### config.mk
export PLATFORM = sky130hd
export DESIGN_NAME = topic_filter_match
export DESIGN_NICKNAME = d
export VERILOG_FILES = /design/src/design/tfm_pkg.sv /design/src/design/topic_filter_match.sv /design/src/design/tfm_front.sv /design/src/design/tfm_queue.sv /design/src/design/tfm_back.sv
export SDC_FILE = /design/constraint.sdc
export NUM_CORES = 1
export LEC_CHECK = 0
export BUFFER_PORTS_ARGS = -buffer_cell sky130_fd_sc_hd__buf_2
export CORE_MARGIN = 2
export CORE_UTILIZATION = 35
export CTS_CLUSTER_DIAMETER = 50
export DETAILED_ROUTE_END_ITERATION = 6
export SETUP_SLACK_MARGIN = 0.4
export SLEW_MARGIN = 10
export SYNTH_ARGS = -nofsm -noshare
export SYNTH_HDL_FRONTEND = slang
export SYNTH_SLANG_ARGS = --single-unit
### constraint.sdc
create_clock -name clk -period 9.14 [get_ports clk]
set_input_delay 0.457 -clock clk [delete_from_list [all_inputs] [get_ports clk]]
set_output_delay 0.457 -clock clk [all_outputs]
set_load 0.02 [all_outputs]
### src/design/tfm_pkg.sv
package tfm_pkg;

	// filter storage
	localparam int unsigned MaxFilterBytes = 32;
	localparam int unsigned FidxW          = $clog2(MaxFilterBytes + 1);
	localparam int unsigned FposW          = FidxW + 1;

	// queue between front and back
	localparam int unsigned QDepth = 4;
	localparam int unsigned QAw    = $clog2(QDepth);

	// special characters
	localparam logic [7:0] CH_HASH  = 8'h23;
	localparam logic [7:0] CH_PLUS  = 8'h2B;
	localparam logic [7:0] CH_SLASH = 8'h2F;
	localparam logic [7:0] CH_NONE  = 8'h00;

	// configuration register indexes
	localparam logic [2:0] CFG_FB_0_7   = 3'd0;
	localparam logic [2:0] CFG_FB_8_15  = 3'd1;
	localparam logic [2:0] CFG_FB_16_23 = 3'd2;
	localparam logic [2:0] CFG_FB_24_31 = 3'd3;
	localparam logic [2:0] CFG_LEN      = 3'd4;

	typedef logic [MaxFilterBytes-1:0][7:0] filter_t;

	// classified item: tv is zero for an end of topic
	typedef struct packed {
		logic       last;
		logic [7:0] tv;
	} item_t;

	typedef struct packed {
		logic empty;
		logic full;
	} q_stat_t;

	// filter byte at a position, zero past the valid length
	function automatic logic [7:0] filter_char(
		input filter_t          filt,
		input logic [5:0]       flen,
		input logic [FposW-1:0] pos
	);
		logic [FposW-1:0] len;
		begin
			len = FposW'(flen);
			if (len > FposW'(MaxFilterBytes))
				len = FposW'(MaxFilterBytes);
			if (pos >= len)
				filter_char = CH_NONE;
			else
				filter_char = filt[pos[$clog2(MaxFilterBytes)-1:0]];
		end
	endfunction

endpackage

### src/design/topic_filter_match.sv
// Topic filter matcher.
// Input channel (in_valid / in_stall): one topic character per transfer in
// topic_byte; a transfer with topic_end high closes the topic and carries no
// character. A zero character before the end stops matching early.
// Output channel (out_valid / out_stall): one is_match per closed topic,
// high when the topic matches the stored filter ('+' and '#' wildcards).
// Configuration: cfg_we writes cfg_data to register cfg_index: indexes 0..3
// hold filter bytes 0..31 (lowest byte first), index 4 the filter length.
// Write only while no topic is in flight.
// Throughput: one character per cycle while in_stall is low. The front register
// accepts while the back end works; a four-entry queue separates them.
// Result path: an end transfer passes the front register and the queue
// and sets out_valid when the output is free. A held output stalls only
// end items; characters flow until the queue fills, then in_stall rises.
// Reset: clears the filter, the length, the queue and the match state;
// out_valid is low after reset.
module topic_filter_match (
	input  logic        clk,
	input  logic        arst_n,
	input  logic        in_valid,
	output logic        in_stall,
	input  logic [7:0]  topic_byte,
	input  logic        topic_end,
	output logic        out_valid,
	input  logic        out_stall,
	output logic        is_match,
	input  logic        cfg_we,
	input  logic [2:0]  cfg_index,
	input  logic [63:0] cfg_data
);

	logic [3:0][63:0]        fwords_q;
	logic [5:0]              flen_q;
	tfm_pkg::filter_t        filt;
	tfm_pkg::q_stat_t        q_stat;
	tfm_pkg::item_t          push_item;
	tfm_pkg::item_t          head;
	logic                    push;
	logic                    pop;

	assign filt = tfm_pkg::filter_t'(fwords_q);

	// configuration registers
	always_ff @(posedge clk or negedge arst_n) begin
		if (!arst_n) begin
			fwords_q <= '0;
			flen_q   <= '0;
		end else if (cfg_we) begin
			case (cfg_index)
				tfm_pkg::CFG_FB_0_7:   fwords_q[0] <= cfg_data;
				tfm_pkg::CFG_FB_8_15:  fwords_q[1] <= cfg_data;
				tfm_pkg::CFG_FB_16_23: fwords_q[2] <= cfg_data;
				tfm_pkg::CFG_FB_24_31: fwords_q[3] <= cfg_data;
				tfm_pkg::CFG_LEN:      flen_q      <= cfg_data[5:0];
				default: ;
			endcase
		end
	end

	tfm_front u_front (
		.clk        (clk),
		.arst_n     (arst_n),
		.in_valid   (in_valid),
		.in_stall   (in_stall),
		.topic_byte (topic_byte),
		.topic_end  (topic_end),
		.q_stat     (q_stat),
		.push       (push),
		.push_item  (push_item)
	);

	tfm_queue u_queue (
		.clk       (clk),
		.arst_n    (arst_n),
		.push      (push),
		.push_item (push_item),
		.pop       (pop),
		.head      (head),
		.q_stat    (q_stat)
	);

	tfm_back u_back (
		.clk       (clk),
		.arst_n    (arst_n),
		.filt      (filt),
		.flen      (flen_q),
		.head      (head),
		.q_stat    (q_stat),
		.pop       (pop),
		.out_valid (out_valid),
		.out_stall (out_stall),
		.is_match  (is_match)
	);

	// the queue never takes a transfer while full
	a_no_overflow: assert property (@(posedge clk) disable iff (!arst_n)
		!(push && q_stat.full))
		else $error("queue push while full");

	// the back end never pops an empty queue
	a_no_underflow: assert property (@(posedge clk) disable iff (!arst_n)
		!(pop && q_stat.empty))
		else $error("queue pop while empty");

	// a new result appears only after an end item left the queue
	a_result_from_end: assert property (@(posedge clk) disable iff (!arst_n)
		$rose(out_valid) |-> $past(pop && head.last))
		else $error("result without end item");

	// input stalls only when the queue is full
	a_stall_cause: assert property (@(posedge clk) disable iff (!arst_n)
		in_stall |-> q_stat.full)
		else $error("input stall without full queue");

endmodule

### src/design/tfm_front.sv
module tfm_front (
	input  logic           clk,
	input  logic           arst_n,
	input  logic           in_valid,
	output logic           in_stall,
	input  logic [7:0]     topic_byte,
	input  logic           topic_end,
	input  tfm_pkg::q_stat_t q_stat,
	output logic           push,
	output tfm_pkg::item_t push_item
);

	logic           valid_s1;
	tfm_pkg::item_t item_s1;
	logic           accept;

	// hold the item only while the queue is full
	assign in_stall  = valid_s1 && q_stat.full;
	assign accept    = in_valid && !in_stall;
	assign push      = valid_s1 && !q_stat.full;
	assign push_item = item_s1;

	always_ff @(posedge clk or negedge arst_n) begin
		if (!arst_n) begin
			valid_s1 <= 1'b0;
		end else if (accept) begin
			valid_s1 <= 1'b1;
		end else if (push) begin
			valid_s1 <= 1'b0;
		end
	end

	// classify: an end item carries a zero character
	always_ff @(posedge clk) begin
		if (accept) begin
			item_s1.last <= topic_end;
			item_s1.tv   <= topic_end ? tfm_pkg::CH_NONE : topic_byte;
		end
	end

endmodule

### src/design/tfm_queue.sv
module tfm_queue (
	input  logic             clk,
	input  logic             arst_n,
	input  logic             push,
	input  tfm_pkg::item_t   push_item,
	input  logic             pop,
	output tfm_pkg::item_t   head,
	output tfm_pkg::q_stat_t q_stat
);

	tfm_pkg::item_t             mem_q [tfm_pkg::QDepth];
	logic [tfm_pkg::QAw-1:0]    wr_ptr_q;
	logic [tfm_pkg::QAw-1:0]    rd_ptr_q;
	logic [tfm_pkg::QAw:0]      count_q;

	assign q_stat.empty = (count_q == '0);
	assign q_stat.full  = (count_q == (tfm_pkg::QAw+1)'(tfm_pkg::QDepth));
	assign head         = mem_q[rd_ptr_q];

	// pointers and fill count
	always_ff @(posedge clk or negedge arst_n) begin
		if (!arst_n) begin
			wr_ptr_q <= '0;
			rd_ptr_q <= '0;
			count_q  <= '0;
		end else begin
			if (push)
				wr_ptr_q <= wr_ptr_q + 1'b1;
			if (pop)
				rd_ptr_q <= rd_ptr_q + 1'b1;
			if (push && !pop)
				count_q <= count_q + 1'b1;
			else if (pop && !push)
				count_q <= count_q - 1'b1;
		end
	end

	always_ff @(posedge clk) begin
		if (push)
			mem_q[wr_ptr_q] <= push_item;
	end

endmodule

### src/design/tfm_back.sv
module tfm_back (
	input  logic             clk,
	input  logic             arst_n,
	input  tfm_pkg::filter_t filt,
	input  logic [5:0]       flen,
	input  tfm_pkg::item_t   head,
	input  tfm_pkg::q_stat_t q_stat,
	output logic             pop,
	output logic             out_valid,
	input  logic             out_stall,
	output logic             is_match
);

	logic [tfm_pkg::FidxW-1:0] fidx_q;
	logic                      skip_q;
	logic                      fixed_q;
	logic                      outc_q;
	logic [7:0]                prev_q;
	logic                      out_valid_q;
	logic                      is_match_q;

	logic [tfm_pkg::FidxW-1:0] fidx_d;
	logic                      skip_d;
	logic                      fixed_d;
	logic                      outc_d;
	logic [7:0]                prev_d;
	logic                      go_skip;
	logic [7:0]                c_cur;
	logic [7:0]                c_nxt;
	logic [7:0]                c_skip;
	logic [7:0]                tv;
	logic                      out_free;

	assign out_valid = out_valid_q;
	assign is_match  = is_match_q;
	assign tv        = head.tv;

	// an end item needs the output slot, other items never wait
	assign out_free = !out_valid_q || !out_stall;
	assign pop      = !q_stat.empty && (!head.last || out_free);

	assign c_cur = tfm_pkg::filter_char(filt, flen, tfm_pkg::FposW'(fidx_q));
	assign c_nxt = tfm_pkg::filter_char(filt, flen, tfm_pkg::FposW'(fidx_q) + 1'b1);

	// match step for one character
	always_comb begin
		fidx_d  = fidx_q;
		skip_d  = skip_q;
		fixed_d = fixed_q;
		outc_d  = outc_q;
		prev_d  = prev_q;
		go_skip = 1'b0;
		c_skip  = skip_q ? c_cur : c_nxt;
		if (!fixed_q) begin
			if (!skip_q) begin
				if (c_cur == tfm_pkg::CH_NONE) begin
					fixed_d = 1'b1;
					outc_d  = (tv == tfm_pkg::CH_NONE);
				end else if (c_cur == tfm_pkg::CH_HASH) begin
					fixed_d = 1'b1;
					outc_d  = (c_nxt == tfm_pkg::CH_NONE) &&
						(prev_q == tfm_pkg::CH_NONE || prev_q == tfm_pkg::CH_SLASH);
				end else if (c_cur == tfm_pkg::CH_PLUS) begin
					if ((prev_q != tfm_pkg::CH_NONE && prev_q != tfm_pkg::CH_SLASH) ||
						(c_nxt != tfm_pkg::CH_SLASH && c_nxt != tfm_pkg::CH_NONE)) begin
						fixed_d = 1'b1;
						outc_d  = 1'b0;
					end else begin
						fidx_d  = fidx_q + 1'b1;
						skip_d  = 1'b1;
						go_skip = 1'b1;
					end
				end else if (c_cur != tv) begin
					fixed_d = 1'b1;
					outc_d  = 1'b0;
				end else begin
					prev_d = c_cur;
					fidx_d = fidx_q + 1'b1;
				end
			end else begin
				go_skip = 1'b1;
			end
			// inside a '+' level: wait for the closing separator or the topic end
			if (go_skip) begin
				if (tv == tfm_pkg::CH_SLASH) begin
					if (c_skip != tfm_pkg::CH_SLASH) begin
						fixed_d = 1'b1;
						outc_d  = 1'b0;
					end else begin
						prev_d = tfm_pkg::CH_SLASH;
						fidx_d = fidx_d + 1'b1;
						skip_d = 1'b0;
					end
				end else if (tv == tfm_pkg::CH_NONE) begin
					fixed_d = 1'b1;
					outc_d  = 1'b1;
				end
			end
		end
	end

	// matcher state, re-armed after each end item
	always_ff @(posedge clk or negedge arst_n) begin
		if (!arst_n) begin
			fidx_q  <= '0;
			skip_q  <= 1'b0;
			fixed_q <= 1'b0;
			outc_q  <= 1'b0;
			prev_q  <= tfm_pkg::CH_NONE;
		end else if (pop) begin
			if (head.last) begin
				fidx_q  <= '0;
				skip_q  <= 1'b0;
				fixed_q <= 1'b0;
				outc_q  <= 1'b0;
				prev_q  <= tfm_pkg::CH_NONE;
			end else begin
				fidx_q  <= fidx_d;
				skip_q  <= skip_d;
				fixed_q <= fixed_d;
				outc_q  <= outc_d;
				prev_q  <= prev_d;
			end
		end
	end

	// output register
	always_ff @(posedge clk or negedge arst_n) begin
		if (!arst_n) begin
			out_valid_q <= 1'b0;
		end else if (pop && head.last) begin
			out_valid_q <= 1'b1;
		end else if (!out_stall) begin
			out_valid_q <= 1'b0;
		end
	end

	always_ff @(posedge clk) begin
		if (pop && head.last)
			is_match_q <= fixed_d && outc_d;
	end

endmodule
## After elaboration in Yosys (flattened, before gate mapping)

Memory sizes are Yosys's and may differ from the RTL's.
Index checks and enable logic that the tools add are counted.

| word-level totals | value |
|---|---|
| register bits | 298 |
| bits in latches | 0 |
| RAM bits | 36 |
| bits in read-only memories | 0 |
| output and inout bits | 3 |
| memories | 1 |

Memories:

| memory | words | bits a word | read ports | clocked after Yosys merged registers in | wr ports | RTL line | source |
|---|---|---|---|---|---|---|---|
| u_queue.mem_q | 4 | 9 | 1 | 0 | 1 | tfm_queue.sv:11 | `tfm_pkg::item_t mem_q [tfm_pkg::QDepth];` |

| cells by class | value |
|---|---|
| add/subtract/negate cells | 7 |
| $mul | 0 |
| div/mod/pow operators | 0 |
| $lt $le $gt $ge | 5 |
| equality and inequality tests | 15 |
| shift operators | 0 |
| mux-type cells | 73 |
| bitwise gates (word level) | 0 |
| reduce and logical (&&, ||, !) cells | 39 |

Operators with widths:

| cell | count |
|---|---|
| 2-to-1 mux 8 bit | 15 |
| binary-select mux 8 bit (select 5 bit) | 2 |
| 2-to-1 mux 6 bit | 13 |
| 2-to-1 mux 1 bit | 41 |
| equality test 8 x 6 -> 1 bit (second input constant) | 4 |
| logical NOT 8 bit | 4 |
| inequality test 8 x 6 -> 1 bit (second input constant) | 3 |
| nonzero test 8 bit | 2 |
| adder 6 x 1 -> 6 bit (second input constant) | 2 |
| < comparator 5 x 6 -> 1 bit (second input constant) | 2 |
| AND reduction 2 bit | 6 |
| logical AND 1 bit | 11 |
| logical NOT 1 bit | 8 |
| inequality test 8 bit | 1 |
| adder 6 x 1 -> 7 bit (second input constant) | 1 |
| >= comparator 7 x 6 -> 1 bit | 1 |
| equality test 3 x 2 -> 1 bit (second input constant) | 2 |
| equality test 3 bit (second input constant) | 2 |
| >= comparator 6 bit | 1 |
| greater-than comparator 6 bit (second input constant) | 1 |
| logical NOT 3 bit | 2 |
| 2-to-1 mux 3 bit | 2 |
| adder 2 x 1 -> 2 bit (second input constant) | 2 |
| logical OR 1 bit | 4 |
| other kinds (5) | 7 |

## Depth between registers and ports, before layout

Gate-level depths: netlist of run 1.

| logic depth | value |
|---|---|
| depth in word-level cells | 19 |
| gate-level depth with buffers | 23 |
| mapped depth without buffers | 20 |

## By module

From an unflattened synthesis of run 1, not the netlist that was laid out.

| unflattened totals | value |
|---|---|
| cells, all modules | 1318 |
| area total of the unflattened synthesis | 19298.5 µm² |

By module, submodules not included:

| module | instances | cells an instance | area each (µm²) | seq. area each (µm²) |
|---|---|---|---|---|
| topic_filter_match | 1 | 558 | 10692.8 | 6556.3 |
| tfm_back | 1 | 657 | 6538.8 | 480.5 |
| tfm_queue | 1 | 81 | 1694.1 | 1256.2 |
| tfm_front | 1 | 22 | 372.9 | 295.3 |

## Least setup slack after synthesis of run 1

Ideal clock, no wire load.

| timing path | value |
|---|---|
| path kind | register to register |
| from | register u_back.fidx_q[3] in the netlist's numbering |
| to | register u_back.fidx_q[4] in the netlist's numbering |
| setup time | 0.082 ns |
| arrival | 4.684 ns |
| data required time | 9.058 ns |
| path slack | 4.375 ns |
| stages on the path, launching flop included | 23 |
| path buffers | 4 |
| cells stage by stage | dfrtp_1 -> clkbuf_1 -> buf_2 -> clkbuf_1 -> clkbuf_1 -> xnor2_1 -> inv_1 -> ha_1 -> a21o_1 -> nand2_1 -> o211a_1 -> nand3_1 -> or4_4 -> nor2b_1 -> o32a_1 -> mux2_2 -> ha_1 -> and3_1 -> a41o_1 -> o211a_1 -> a311oi_1 -> nand2_1 -> a31oi_1 |

| between the ends | value |
|---|---|
| cells in the longest elaborated chain, start to end | 19 |
| elaborated cells between the ends (all ways) | 39 |
| classes of those cells | add/sub: 3; order compare: 2; eq/ne: 5; mux: 25; reduce/logical: 4 |

RTL lines:

| item | RTL line | source |
|---|---|---|
| start, declared | tfm_back.sv:14 | `logic [tfm_pkg::FidxW-1:0] fidx_q;` |
| start signal, assigned | tfm_back.sv:118 | `fidx_q <= fidx_d;` |
| adder 6 x 1 -> 7 bit | tfm_back.sv:43 | `assign c_nxt = tfm_pkg::filter_char(filt, flen, tfm_pkg::FposW'(fidx_q) + 1'b1);` |
| binary-select mux 8 bit (select 5 bit) | tfm_pkg.sv:52 | `filter_char = filt[pos[$clog2(MaxFilterBytes)-1:0]];` |
| 2-to-1 mux 8 bit (not written as such) | tfm_pkg.sv:52 |  |
| 2-to-1 mux 8 bit | tfm_pkg.sv:49 | `if (pos >= len)` |
| inequality test 8 x 6 -> 1 bit or nonzero test 8 bit (tied branches) | tfm_back.sv:65 | `(c_nxt != tfm_pkg::CH_SLASH && c_nxt != tfm_pkg::CH_NONE)) begin` |
| logical AND 1 bit | tfm_back.sv:65 |  |
| logical OR 1 bit | tfm_back.sv:64 | `if ((prev_q != tfm_pkg::CH_NONE && prev_q != tfm_pkg::CH_SLASH) \|\|` |
| 2-to-1 mux 6 bit | tfm_back.sv:64 |  |
| [... 3 more ...] | -- |  |
| 2-to-1 mux 6 bit | tfm_back.sv:55 | `if (!skip_q) begin` |
| 2-to-1 mux 6 bit | tfm_back.sv:54 | `if (!fixed_q) begin` |
| adder 6 x 1 -> 6 bit | tfm_back.sv:91 | `fidx_d = fidx_d + 1'b1;` |
| 2-to-1 mux 6 bit | tfm_back.sv:86 | `if (c_skip != tfm_pkg::CH_SLASH) begin` |
| 2-to-1 mux 6 bit | tfm_back.sv:85 | `if (tv == tfm_pkg::CH_SLASH) begin` |
| 2-to-1 mux 6 bit (*) | tfm_back.sv:84 | `if (go_skip) begin` |
| 2-to-1 mux 6 bit (*) | tfm_back.sv:54 |  |
| 2-to-1 mux 6 bit (*) | tfm_back.sv:111 | `if (head.last) begin` |

Mark *: on every way between the ends. The rest lies on a longest branch, timed or not. The select of a mux whose other input is x is not followed.
A chain may end at the register's enable or synchronous reset.

## Final worst setup path of run 1

| timing path | value |
|---|---|
| from | register u_back.fidx_q[0] in the netlist's numbering |
| to | register u_back.fidx_q[4] in the netlist's numbering |

Same word-level chain as after synthesis.

==> results of run 1 <==
[worst max-delay path, stage by stage, from the launching register on]
cell                        delay [ns]
sky130_fd_sc_hd__dfrtp_4          0.80
sky130_fd_sc_hd__buf_12           0.71
sky130_fd_sc_hd__mux4_2           0.38
sky130_fd_sc_hd__nand2_1          0.05
sky130_fd_sc_hd__and3_1           0.23
sky130_fd_sc_hd__nor4_2           0.64
sky130_fd_sc_hd__and3_1           0.26
sky130_fd_sc_hd__o2111ai_1        0.16
sky130_fd_sc_hd__or4_4            0.58
sky130_fd_sc_hd__o32a_1           0.43
sky130_fd_sc_hd__mux2_2           0.33
sky130_fd_sc_hd__ha_1             0.19
sky130_fd_sc_hd__and3_1           0.14
sky130_fd_sc_hd__a41o_1           0.25
sky130_fd_sc_hd__o211a_1          0.22
sky130_fd_sc_hd__a311oi_1         0.28
sky130_fd_sc_hd__nand2_1          0.10
sky130_fd_sc_hd__a31oi_1          0.21
[state kept, by name (all words and copies together) (netlist names), 2 cells and up]
| register | cells |
|---|---|
| u_queue.count_q | 3 |
| u_queue.mem_q | 36 |
| u_front.push_item | 9 |
| u_back.prev_q | 8 |
| u_queue.rd_ptr_q | 2 |
| u_back.fidx_q | 6 |
| u_queue.wr_ptr_q | 2 |
| filt | 256 |
| flen_q | 6 |
[per-layer routing]
metal | vias up | global-route usage, % | part of all wire (%)
li1 | 6015 | - | -
met1 | 7002 | 26.7 | 45
met2 | 392 | 31.2 | 48
met3 | 84 | 2.73 | 4.8
met4 | 0 | 5.85 | 2.3
met5 | - | 0 | 0
[final timing paths]
path / startpoint / endpoint / slack (ns) / cells after the start
min reg2reg: u_front.push_item[7]$_SDFFCE_PP0P_ / u_queue.mem_q[2][7]$_DFFE_PP_ / 0.50 / 0
min: in_valid / u_front.valid_s1$_DFFE_PN0P_ / 0.09 / 2
min in group asynchronous: arst_n / filt[237]$_DFFE_PN0P_ / 0.47 / 2
max: u_back.fidx_q[0]$_DFFE_PN0P_ / u_back.fidx_q[4]$_DFFE_PN0P_ / 2.78 / 17
max reg2reg: u_back.fidx_q[0]$_DFFE_PN0P_ / u_back.fidx_q[4]$_DFFE_PN0P_ / 2.78 / 17
max in group asynchronous: arst_n / filt[57]$_DFFE_PN0P_ / 6.47 / 4
[what timing repair did]
action	4_1_cts	5_1_grt
setup buffers	0	0
endpoints found under the hold margin	92	0
hold buffers	1	0
[cells by family after synthesis]
kind of cell | share of synthesized area [%]
xor gates and xnor gates | 0.776
DFF | 44.4
buffers and inverters | 3.98
AOI/OAI and AO/OA | 7.43
and+or+nand+nor | 11.8
adders and majority gates | 1.33
muxes | 30.3
[placed cells by master (no fill, tap or decap), types with 6 or more instances in the layout]
cell type	netlist	routed
sky130_fd_sc_hd__edfxtp_1	46	46
sky130_fd_sc_hd__ha_1	19	18
sky130_fd_sc_hd__o21ai_1	6	6
sky130_fd_sc_hd__a22oi_1	28	28
sky130_fd_sc_hd__xnor2_1	10	10
sky130_fd_sc_hd__inv_1	18	18
sky130_fd_sc_hd__buf_2	20	82
sky130_fd_sc_hd__nand3_1	15	14
sky130_fd_sc_hd__and2_1	16	16
sky130_fd_sc_hd__nor2b_1	18	18
sky130_fd_sc_hd__clkinv_2	0	6
sky130_fd_sc_hd__dfrtp_1	288	286
sky130_fd_sc_hd__a21oi_1	29	29
sky130_fd_sc_hd__o22ai_1	9	9
sky130_fd_sc_hd__a22o_1	10	10
sky130_fd_sc_hd__nand3b_1	36	36
sky130_fd_sc_hd__clkbuf_16	0	46
sky130_fd_sc_hd__mux2_1	11	11
sky130_fd_sc_hd__and3_1	16	16
sky130_fd_sc_hd__nor3_1	52	52
sky130_fd_sc_hd__nand4_1	26	26
sky130_fd_sc_hd__inv_6	0	9
sky130_fd_sc_hd__mux2_2	275	275
sky130_fd_sc_hd__a211o_1	7	7
sky130_fd_sc_hd__or3_1	9	9
sky130_fd_sc_hd__o21ai_0	19	19
sky130_fd_sc_hd__a211oi_1	9	9
sky130_fd_sc_hd__bufinv_16	0	8
sky130_fd_sc_hd__nor3b_1	66	65
sky130_fd_sc_hd__mux4_2	69	69
sky130_fd_sc_hd__or4_1	6	6
sky130_fd_sc_hd__nand2_1	46	46
sky130_fd_sc_hd__mux2i_1	107	107
sky130_fd_sc_hd__buf_4	22	19
sky130_fd_sc_hd__nor2_1	53	52
[report_power, final]
part	total [uW]	switching (uW)	internal, uW	leakage [uW]
sequential	2150	299	1850	0.00391
clock	1930	727	1200	0.000808
combinational	1530	824	703	0.00392
total	5600	1850	3750	0.00864
[final cells by class]
class,count,area (um^2)
Multi-Input combinational cell,1081,10000
Fill cell,5226,33000
Clock buffer,53,1220
Tap cell,704,881
Sequential cell,334,8590
Timing Repair Buffer,104,598
Inverter,21,81.3
Clock inverter,31,447
[metrics by stage]
step           setup slack, ns  util, %  hold WS [ns]  instance area (um^2)  total power, uW
2_1_floorplan             4.37        -         0.161                 19400             3170
3_3_place_gp              2.99     36.8         0.483                 20200             3650
3_5_place_dp              2.88     36.8         0.491                 20200             3700
4_1_cts                   2.84     39.8        0.0732                 21900             5650
5_1_grt                   2.52     39.8        0.0936                 21900             5900
6_report                  2.78     39.8        0.0942                 21900             5600
==> out/summary.md, run 1 <==
Timing
* max-slew headroom at the worst pin: 24.2%
* ratio of final minimum period to clock period: 69.5%
* maximum clock frequency: 0.157 GHz
* Setup-failing EPs final: 0
* number of slew-limit violations in the final report: 0
* RSZ-0062 raised after global routing: false
* post-layout minimum cycle time: 6.36 ns
* number of failing hold endpoints at the final stage: 0
* TNS Setup: 0 ns
* Tightest Pin Transition: 1.14 ns
* worst clock skew: 0.0304 ns

Drt
* Final Routed Wirelength: 53,900 um
* length of the first detailed-routing pass in iterations: 6
* Avg WL per Cell: 23.1 um
* detailed-route DRC error count: 0
* drt first-iter violations: 954
* routed via count divided by cell count: 5.80
* total via count after detailed routing: 13,500
* final antenna-violating net count: 0

Logic synthesis
* post-synth top area share: 37.2%
* most used standard cell by instance count after synthesis: sky130_fd_sc_hd__dfrtp_1
* post-synthesis cell type with the largest combined area: sky130_fd_sc_hd__dfrtp_1
* count of mapped cells out of synthesis: 1,543
* netlist area before placement: 19,400 um^2
* Post-synth EDFFs: 46
* Net Count, Synth: 1,644
* Mean Syn Cell Area: 12.5 um^2
* sequential fraction of the synthesis area: 44.4%
* leading post-synthesis cells by cell area: sky130_fd_sc_hd__dfrtp_1 (37%), sky130_fd_sc_hd__mux2_2 (16%), sky130_fd_sc_hd__mux4_2 (8.0%), sky130_fd_sc_hd__edfxtp_1 (7.1%), sky130_fd_sc_hd__mux2i_1 (5.5%)
* count of warnings emitted by yosys: 0
* fraction of registers with async set or reset after synthesis: 86.2%
* Yosys reg bits: 334
* top cells by instance count after synthesis: sky130_fd_sc_hd__dfrtp_1 (288), sky130_fd_sc_hd__mux2_2 (275), sky130_fd_sc_hd__mux2i_1 (107), sky130_fd_sc_hd__mux4_2 (69), sky130_fd_sc_hd__nor3b_1 (66)
* flip-flop cell with the highest count after synthesis: sky130_fd_sc_hd__dfrtp_1
* count of distinct cell types in the synthesized netlist: 94

Critical path
* type of element launching the critical path: flip-flop
* crit path DAT: 6.83 ns
* required arrival time at the worst endpoint: 9.62 ns
* crit path max fanout: 216
* Worst Setup End Kind: flip-flop
* Critical Setup Path Class: flip-flop to flip-flop

Clock network
* CTS buffer count: 45
* CTS tree: built
* deepest clock path buffer count: 3
* clock sink total: 334
* Worst-Skew Late Latency: 0.59 ns
* cell at the root of the clock tree: sky130_fd_sc_hd__clkbuf_16
* Worst-path clk slew: 0.06 ns
* post-cts resize count: 0
* # H-tree levels: 2

Cells and area
* final-stage net count: 1,688
* fraction of layout cells with a size suffix above 1: 34.7%
* Area Growth Syn to Fin: 12.9%
* number of diodes added for antenna fixing: 0
* final non-filler cell total: 2,328

GRT
* leftover overflow at the end of global routing: 0
* pin count of the biggest net entering global routing: 217
* vias in the first global route: 13,800
* global-route wire length before repair: 84,700 um
* number of antenna violations at the first check in global routing: 0
* gr usage total: 19.2%

Floorplanning
* Std-Cell Core Area: 54,900 um^2
* count of boundary I/O pins: 84
* die span in y: 239 um
* area of the die: 57,200 um^2
* Chip Width: 239 um
* initial standard-cell utilization of the core: 35.3%
* number of rows created at floorplan: 86

Placement
* estimated wirelength of the detail-placed design: 37,600 um
* routability-driven placement congestion ratio: 0.947
* number of port buffers: 83
* total placed cells including tap cells: 2,243

Pwr
* power density over the cells: 256 nW/um^2
* Lkg Pwr: 0.00864 uW
* Peak VDD IR: 0.136 mV

Job
* number of max-cap violations: 0

Hold path
* classification of the worst-slack hold path: input port to flip-flop

Status
* run status: finished clean

Note: power is estimated with default switching activity, not from simulation.
==> run 2, diff against run 1 <==
--- a/config.mk
+++ b/config.mk
@@ -5,6 +5,7 @@
 export SDC_FILE = /design/constraint.sdc
 export NUM_CORES = 1
 export LEC_CHECK = 0
+export ABC_AREA = 1
 export BUFFER_PORTS_ARGS = -buffer_cell sky130_fd_sc_hd__buf_2
 export CORE_MARGIN = 2
 export CORE_UTILIZATION = 35
==> constraint.sdc (replaced) <==
create_clock -name clk -period 6.2 [get_ports clk]
set_input_delay 0.31 -clock clk [delete_from_list [all_inputs] [get_ports clk]]
set_output_delay 0.31 -clock clk [all_outputs]
set_load 0.02 [all_outputs]
==> run 2 against run 1 <==
Compared with the run above:
- die area decreased by 3.5%
- largest cell class unchanged
- critical path depth increased by 12
- setup slack got worse by 1.5 ns
- largest power group unchanged
- flip-flop and latch count unchanged
- critical path type unchanged
- critical endpoint unchanged
- synthesized cell count increased by 65%
- sequential share of layout area increased by 1.9 points
- total power increased by 30%
- count of clock-buffer cells in the layout decreased by 3
- register-to-register slack got worse by 1.5 ns
==> out/summary.md, run 2 <==
Cells and area
* count of filler cells inserted in the layout: 5,416, +3.6%
* number of diodes added for antenna fixing: 0, unchanged
* final non-filler cell area: 20,900 um^2, -4.5%
* final-stage net count: 2,639, +56%
* most common cell after layout, fill and taps aside: sky130_fd_sc_hd__nand2_1
* fraction of layout cells with a size suffix above 1: 8.60%, -26 points
* Area Growth Syn to Fin: 11.7%
* Largest register FFs: 256, unchanged
* most frequent cells in the layout: sky130_fd_sc_hd__nand2_1 (931), sky130_fd_sc_hd__nand3_1 (469), sky130_fd_sc_hd__o21ai_0 (297), sky130_fd_sc_hd__dfrtp_1 (286), sky130_fd_sc_hd__inv_1 (133)

Floorplanning
* area of the die: 55,200 um^2, -3.5%
* die span in y: 235 um, -1.7%
* initial standard-cell utilization of the core: 35.5%, +0.20 points
* count of boundary I/O pins: 84, unchanged
* Chip Width: 235 um, -1.7%
* number of rows created at floorplan: 84, -2.3%
* Std-Cell Core Area: 52,700 um^2, -4.0%

Pwr
* Peak VDD IR: 0.172 mV, +27%
* power density over the cells: 349 nW/um^2, +36%
* Lkg Pwr: 0.00971 uW, +12%

Status
* run status: finished clean

Clock network
* Worst-path clk slew: 0.06 ns, about the same
* CTS buffer count: 43, -4.4%
* # H-tree levels: 2, unchanged
* number of hold buffers added after CTS: 2, +1
* CTS tree: built
* deepest clock path buffer count: 3, unchanged
* clock sink total: 334, unchanged
* setup bufs post-CTS: 0, unchanged
* Worst-Skew Late Latency: 0.58 ns, about the same
* cell at the root of the clock tree: sky130_fd_sc_hd__clkbuf_16
* post-cts resize count: 0, unchanged

Placement
* number of port buffers: 83, unchanged
* estimated wirelength of the detail-placed design: 42,900 um, +14%
* Post-Place Cell Area: 19,300 um^2, -4.1%
* routability-driven placement congestion ratio: 0.940, -0.72%

Timing
* maximum clock frequency: 0.205 GHz, +30%
* TNS Setup: 0 ns, unchanged
* RSZ-0062 raised after global routing: false
* number of failing hold endpoints at the final stage: 0, unchanged
* worst clock skew: 0.0356 ns, +0.00521 ns
* number of slew-limit violations in the final report: 0, unchanged
* max-slew headroom at the worst pin: 23.5%, -0.72 points
* post-layout minimum cycle time: 4.89 ns, -1.47 ns
* ratio of final minimum period to clock period: 78.9%, +9.3 points
* Tightest Pin Transition: 1.15 ns, +0.0109 ns
* Setup-failing EPs final: 0, unchanged

GRT
* pin count of the biggest net entering global routing: 154, -29%
* vias in the first global route: 16,300, +18%
* leftover overflow at the end of global routing: 0, unchanged
* number of antenna violations at the first check in global routing: 1, +1
* gr usage total: 22.5%, +3.2 points
* global-route wire length before repair: 97,700 um, +15%

Critical path
* required arrival time at the worst endpoint: 6.63 ns, -2.99 ns
* crit path max fanout: 25, -88%
* Critical Setup Path Class: flip-flop to flip-flop
* largest stage delay on the critical path: 0.75 ns, -0.05 ns
* library cell appearing most often on the critical path: sky130_fd_sc_hd__nand2_1
* reg2reg path depth: 29, +12
* Worst Setup End Kind: flip-flop
* crit path DAT: 5.32 ns, -1.51 ns
* slowest cell on the critical path: sky130_fd_sc_hd__dfrtp_2
* type of element launching the critical path: flip-flop

Hold path
* classification of the worst-slack hold path: input port to flip-flop
* number of instances on the worst hold path: 1, -1

Drt
* uppermost layer routed: met4
* Final Routed Wirelength: 62,400 um, +16%
* Avg WL per Cell: 19.1 um, -17%
* length of the first detailed-routing pass in iterations: 6, unchanged
* routed via count divided by cell count: 5.32, -8.2%
* met3 wire len: 3660 um, +40%
* final antenna-violating net count: 0, unchanged
* total via count after detailed routing: 17,300, +28%
* drt first-iter violations: 1,720, +80%
* met2 routed WL: 27,800 um, +8.5%
* routed metal-1 wire length: 28,900 um, +18%
* detailed-route DRC error count: 0, unchanged

Logic synthesis
* Mean Syn Cell Area: 7.33 um^2, -42%
* share of the synthesized area in compound gates (AO/OA/AOI/OAI): 9.96%, +2.5 points
* post-synthesis share of cell area spent on full adders, half adders and majority gates: 1.38%, +0.049 points
* share of synthesized area spent on multiplexers: 0.0603%, -30 points
* post-synthesis cell type with the largest combined area: sky130_fd_sc_hd__dfrtp_1
* Net Count, Synth: 2,649, +61%
* netlist area before placement: 18,700 um^2, -3.5%
* count of warnings emitted by yosys: 0, unchanged
* Post-synth EDFFs: 46, unchanged
* synthesized-area fraction occupied by and/or/nand/nor cells: 34.5%, +23 points
* fraction of registers with async set or reset after synthesis: 86.2%, unchanged
* largest family of logic cells by synthesized area: simple AND/OR/NAND/NOR gates
* count of distinct cell types in the synthesized netlist: 46, -51%
* most used standard cell by instance count after synthesis: sky130_fd_sc_hd__nand2_1
* leading post-synthesis cells by cell area: sky130_fd_sc_hd__dfrtp_1 (39%), sky130_fd_sc_hd__nand2_1 (19%), sky130_fd_sc_hd__nand3_1 (13%), sky130_fd_sc_hd__o21ai_0 (8.0%), sky130_fd_sc_hd__edfxtp_1 (7.4%)
* top cells by instance count after synthesis: sky130_fd_sc_hd__nand2_1 (932), sky130_fd_sc_hd__nand3_1 (470), sky130_fd_sc_hd__o21ai_0 (297), sky130_fd_sc_hd__dfrtp_1 (288), sky130_fd_sc_hd__inv_1 (133)
* post-synth top area share: 38.6%, +1.4 points
* sequential fraction of the synthesis area: 46.0%, +1.6 points
* flip-flop cell with the highest count after synthesis: sky130_fd_sc_hd__dfrtp_1
* Yosys reg bits: 334, unchanged
* fraction of synthesized cell area in xor and xnor cells: 0.322%, -0.45 points
* count of mapped cells out of synthesis: 2,548, +65%

Job
* number of max-cap violations: 0, unchanged

-- run 2: logic make-up after synthesis --
family,count (synthesis)
AOI/OAI and AO/OA,357
xor gates and xnor gates,6
adders and majority gates,20
buffers and inverters,314
DFF,334
muxes,1
and+or+nand+nor,1516
-- run 2: final timing paths --
check                                              from                        endpoint  slack (ns)
max                        u_back.fidx_q[1]$_DFFE_PN0P_    u_back.fidx_q[4]$_DFFE_PN0P_        1.31
min                                           topic_end  u_front.push_item[8]$_DFFE_PP_        0.03
max reg2reg                u_back.fidx_q[1]$_DFFE_PN0P_    u_back.fidx_q[4]$_DFFE_PN0P_        1.31
min reg2reg                       filt[192]$_DFFE_PN0P_           filt[192]$_DFFE_PN0P_        0.49
max in group asynchronous                        arst_n           filt[210]$_DFFE_PN0P_        4.54
min in group asynchronous                        arst_n           filt[174]$_DFFE_PN0P_        0.29
-- run 2: power breakdown --
part	internal (uW)	switching, uW
sequential	2670	371
combinational	552	1060
clock	1610	1020
-- run 2: cell type report --
class / instances / area, um^2 / area share, %
multi-input combinational: 1900 / 8660 / 41.5
timing repair buffer: 113 / 693 / 3.32
inverter: 146 / 556 / 2.66
clock inverter: 27 / 327 / 1.57
tap: 688 / 861 / 4.13
clock buffer: 50 / 1170 / 5.62
sequential: 334 / 8590 / 41.2
-- run 2: worst max-delay path: cells and delay by family, from the launching register on --
kind | cells | cell delay (ns)
adder cells (fa/ha/maj) | 3 | 0.89
XOR/XNOR | 1 | 0.51
AO/OA/AOI/OAI | 2 | 0.23
buffers and inverters | 4 | 0.49
flip-flops | 1 | 0.75
AND/OR/NAND/NOR | 19 | 1.87
-- run 2: metal layers --
metal | vias to the layer above | GRT usage [%]
met4 | 0 | 7.92
met2 | 598 | 34.5
met5 | - | 0
li1 | 8363 | -
met3 | 97 | 3.20
met1 | 8270 | 32.3
-- run 2: stage by stage --
stage	setup WS (ns)	instances	power (uW)	util [%]	hold WS, ns
after floorplan	2.50	2548	4110	-	0.0144
after global placement	1.38	3179	4620	36.7	0.292
after detailed placement	1.34	3179	4680	36.7	0.294
after CTS	1.33	3258	7340	39.6	0.00955
after global routing	0.933	3258	7720	39.6	0.0318
final	1.31	3258	7280	39.6	0.0336
==> run 3, diff against run 2 <==
==> constraint.sdc (replaced) <==
create_clock -name clk -period 4.6 [get_ports clk]
set_input_delay 0.23 -clock clk [delete_from_list [all_inputs] [get_ports clk]]
set_output_delay 0.23 -clock clk [all_outputs]
set_load 0.02 [all_outputs]
==> run 3 against run 2 <==
Compared with the run above:
- the flow now finishes with violations (design-rule violations)
- register-to-register slack lost 0.61 ns
- utilization grew 1.2 points
- final area grew 3.0%
- hold slack lost 0.012 ns
- flip-flop and latch count is the same
- global-route usage shrank 0.33 points
- critical path depth shrank 1
- count of clock-buffer cells in the layout grew 13
- first-iteration DRC count grew 3.4%
- via count grew 2.5%
- combinational power grew 42%
- sequential share of layout area shrank 1.2 points
==> out/summary.md, run 3 (synthesized netlist as in run 2, its figures left out) <==
Status
* run status: complete, but fails checks
* violations in the final reports: design-rule violations

Cells and area
* final-stage net count: 2,698, +2.2%
* most common cell after layout, fill and taps aside: sky130_fd_sc_hd__nand2_1
* number of diodes added for antenna fixing: 0, unchanged
* register area: 8590 um^2, unchanged
* most frequent cells in the layout: sky130_fd_sc_hd__nand2_1 (931), sky130_fd_sc_hd__nand3_1 (466), sky130_fd_sc_hd__o21ai_0 (297), sky130_fd_sc_hd__dfrtp_1 (286), sky130_fd_sc_hd__inv_1 (133)
* area taken by multi-input logic gates: 8690 um^2, +0.30%
* final non-filler cell area: 21,500 um^2, +3.0%
* fraction of layout cells with a size suffix above 1: 9.19%, +0.60 points
* count of filler cells inserted in the layout: 5,398, -0.33%
* Largest register FFs: 256, unchanged
* Area Growth Syn to Fin: 15.0%

Critical path
* Worst Setup End Kind: flip-flop
* required arrival time at the worst endpoint: 5.05 ns, -1.58 ns
* crit path DAT: 4.34 ns, -0.98 ns
* type of element launching the critical path: flip-flop
* capture point of the worst reg-to-reg path: u_back.fidx_q[4]$_DFFE_PN0P_
* Critical Setup Path Class: flip-flop to flip-flop
* slowest cell on the critical path: sky130_fd_sc_hd__dfrtp_4
* Reg2Reg Launch Point: u_back.fidx_q[0]$_DFFE_PN0P_
* termination of the worst setup path: u_back.fidx_q[4]$_DFFE_PN0P_
* register-to-register path setup slack: 0.70 ns, -0.61 ns
* largest stage delay on the critical path: 0.48 ns, -0.27 ns
* reg2reg path depth: 28, -3.4%
* crit path max fanout: 41, +64%
* library cell appearing most often on the critical path: sky130_fd_sc_hd__nand2_1
* worst setup path startpoint: u_back.fidx_q[0]$_DFFE_PN0P_

Pwr
* internal power summed over all cells: 6440 uW, +33%
* Peak VDD IR: 0.290 mV, +68%
* switching share of total power: 34.1%, +0.46 points
* clock group share of total power: 34.9%, -1.2 points
* part of the power in registers: 41.7%, about the same
* share of total power in combinational logic: 23.4%, +1.3 points
* Lkg Pwr: 0.00999 uW, +2.9%
* power density over the cells: 455 nW/um^2, +30%
* net load switching power: 3330 uW, +36%

Timing
* max-slew headroom at the worst pin: 35.9%, +12 points
* post-layout minimum cycle time: 3.90 ns, -0.994 ns
* RSZ-0062 raised after global routing: false
* Tightest Pin Transition: 0.961 ns, -0.187 ns
* ratio of final minimum period to clock period: 84.7%, +5.8 points
* TNS Setup: 0 ns, unchanged
* Setup-failing EPs final: 0, unchanged
* maximum clock frequency: 0.257 GHz, +26%
* worst clock skew: 0.0228 ns, -0.0128 ns
* number of failing hold endpoints at the final stage: 0, unchanged
* worst-case hold slack: 0.0217 ns, -0.0119 ns
* number of slew-limit violations in the final report: 0, unchanged

GRT
* global-route wire length before repair: 96,800 um, -0.91%
* leftover overflow at the end of global routing: 0, unchanged
* vias in the first global route: 16,600, +1.8%
* gr usage total: 22.1%, -0.33 points
* number of antenna violations at the first check in global routing: 1, unchanged
* pin count of the biggest net entering global routing: 163, +5.8%

Placement
* number of port buffers: 83, unchanged
* estimated wirelength of the detail-placed design: 42,400 um, -1.3%
* Post-Place Cell Area: 19,500 um^2, +0.61%
* routability-driven placement congestion ratio: 0.960, +2.1%

Drt
* final antenna-violating net count: 0, unchanged
* drt first-iter violations: 1,778, +3.4%
* total via count after detailed routing: 17,800, +2.5%
* length of the first detailed-routing pass in iterations: 7, +1
* detailed-route DRC error count: 5, +5
* routed via count divided by cell count: 5.35, +0.55%
* Final Routed Wirelength: 62,700 um, +0.48%
* Avg WL per Cell: 18.9 um, -1.4%

Floorplanning
* area of the die: 55,200 um^2, unchanged
* Chip Width: 235 um, unchanged
* number of rows created at floorplan: 84, unchanged
* initial standard-cell utilization of the core: 35.5%, unchanged
* die span in y: 235 um, unchanged
* count of boundary I/O pins: 84, unchanged
* Std-Cell Core Area: 52,700 um^2, unchanged

Clock network
* Worst-Skew Late Latency: 0.58 ns, about the same
* Worst-path clk slew: 0.06 ns, about the same
* deepest clock path buffer count: 3, unchanged
* clock sink total: 334, unchanged
* CTS buffer count: 44, +2.3%
* CTS tree: built
* # H-tree levels: 2, unchanged
* cell at the root of the clock tree: sky130_fd_sc_hd__clkbuf_16

Hold path
* classification of the worst-slack hold path: input port to flip-flop

Job
* number of max-cap violations: 0, unchanged

[run 3: cell count changes in the layout (fill, tap and decap cells not counted), moves of 3 or more]
cell | before | now
sky130_fd_sc_hd__dlygate4sd3_1 | 2 | 42
sky130_fd_sc_hd__clkbuf_1 | 0 | 11
sky130_fd_sc_hd__buf_4 | 25 | 34
sky130_fd_sc_hd__clkbuf_16 | 43 | 48
sky130_fd_sc_hd__clkinv_1 | 9 | 4
sky130_fd_sc_hd__bufinv_16 | 6 | 2
sky130_fd_sc_hd__buf_12 | 3 | 6
sky130_fd_sc_hd__nand3_1 | 469 | 466
sky130_fd_sc_hd__nand3_2 | 2 | 5
sky130_fd_sc_hd__nor2_2 | 4 | 7
[run 3: layout make-up]
cell class	instances	area share, %
multi-input combinational	1901	40.4
sequential	334	40.0
timing repair buffer	170	6.15
clock buffer	63	5.94
tap	688	4.01
inverter	146	2.60
clock inverter	18	0.862
[run 3: timing repair]
action                                  CTS  global route
endpoints found under the setup margin    0             9
resized for setup                         0             9
hold endpoints to repair                217             0
hold buffers                             42             0
setup buffers                             0             6
[run 3: worst max-delay path, delay by kind of cell, from the launching register on]
kind,cells,cell delay (ns)
flops,1,0.48
buf+inv,5,0.75
compound gates,1,0.06
fa+ha+maj,2,0.45
simple gates,20,2.03
[run 3: worst min-delay path by stage]
stage | cells after the start | endpoint | slack (ns) | startpoint
after global placement | 1 | filt[103]$_DFFE_PN0P_ | 0.37 | arst_n
final | 3 | filt[180]$_DFFE_PN0P_ | 0.02 | cfg_data[52]
after CTS | 3 | filt[212]$_DFFE_PN0P_ | 0.001 | cfg_data[20]
after global routing | 3 | filt[248]$_DFFE_PN0P_ | 0.03 | cfg_data[56]
after floorplan | 0 | filt[0]$_DFFE_PN0P_ | -0.07 | arst_n
after detailed placement | 1 | filt[103]$_DFFE_PN0P_ | 0.38 | arst_n
[run 3: through the flow]
| step | instances | worst slack (ns) | total power, uW | utilization [%] |
|---|---|---|---|---|
| 5_1_grt | 3320 | 0.402 | 10300 | 40.8 |
| 3_5_place_dp | 3188 | 0.606 | 6340 | 37.0 |
| 3_3_place_gp | 3188 | 0.658 | 6280 | 37.0 |
| 2_1_floorplan | 2548 | 0.902 | 5540 | - |
| 6_report | 3320 | 0.704 | 9770 | 40.8 |
| 4_1_cts | 3311 | 0.599 | 9810 | 40.5 |
[run 3: metal layers]
layer,GRT usage [%],part of all wire [%],up-vias
li1,-,-,8483
met3,3.14,7.3,128
met2,34.7,45,686
met4,8.23,3.5,0
met5,0,0,-
met1,31.1,44,8457
[run 3: power by group through the flow]
stage                     registers [uW]  logic (uW)  clock network, uW
after floorplan                     3960        1580                  0
final                               4070        2290               3410
after detailed placement            4110        2230                  0
after global routing                4150        2590               3610
after CTS                           4070        2260               3480
after global placement              4100        2180                  0
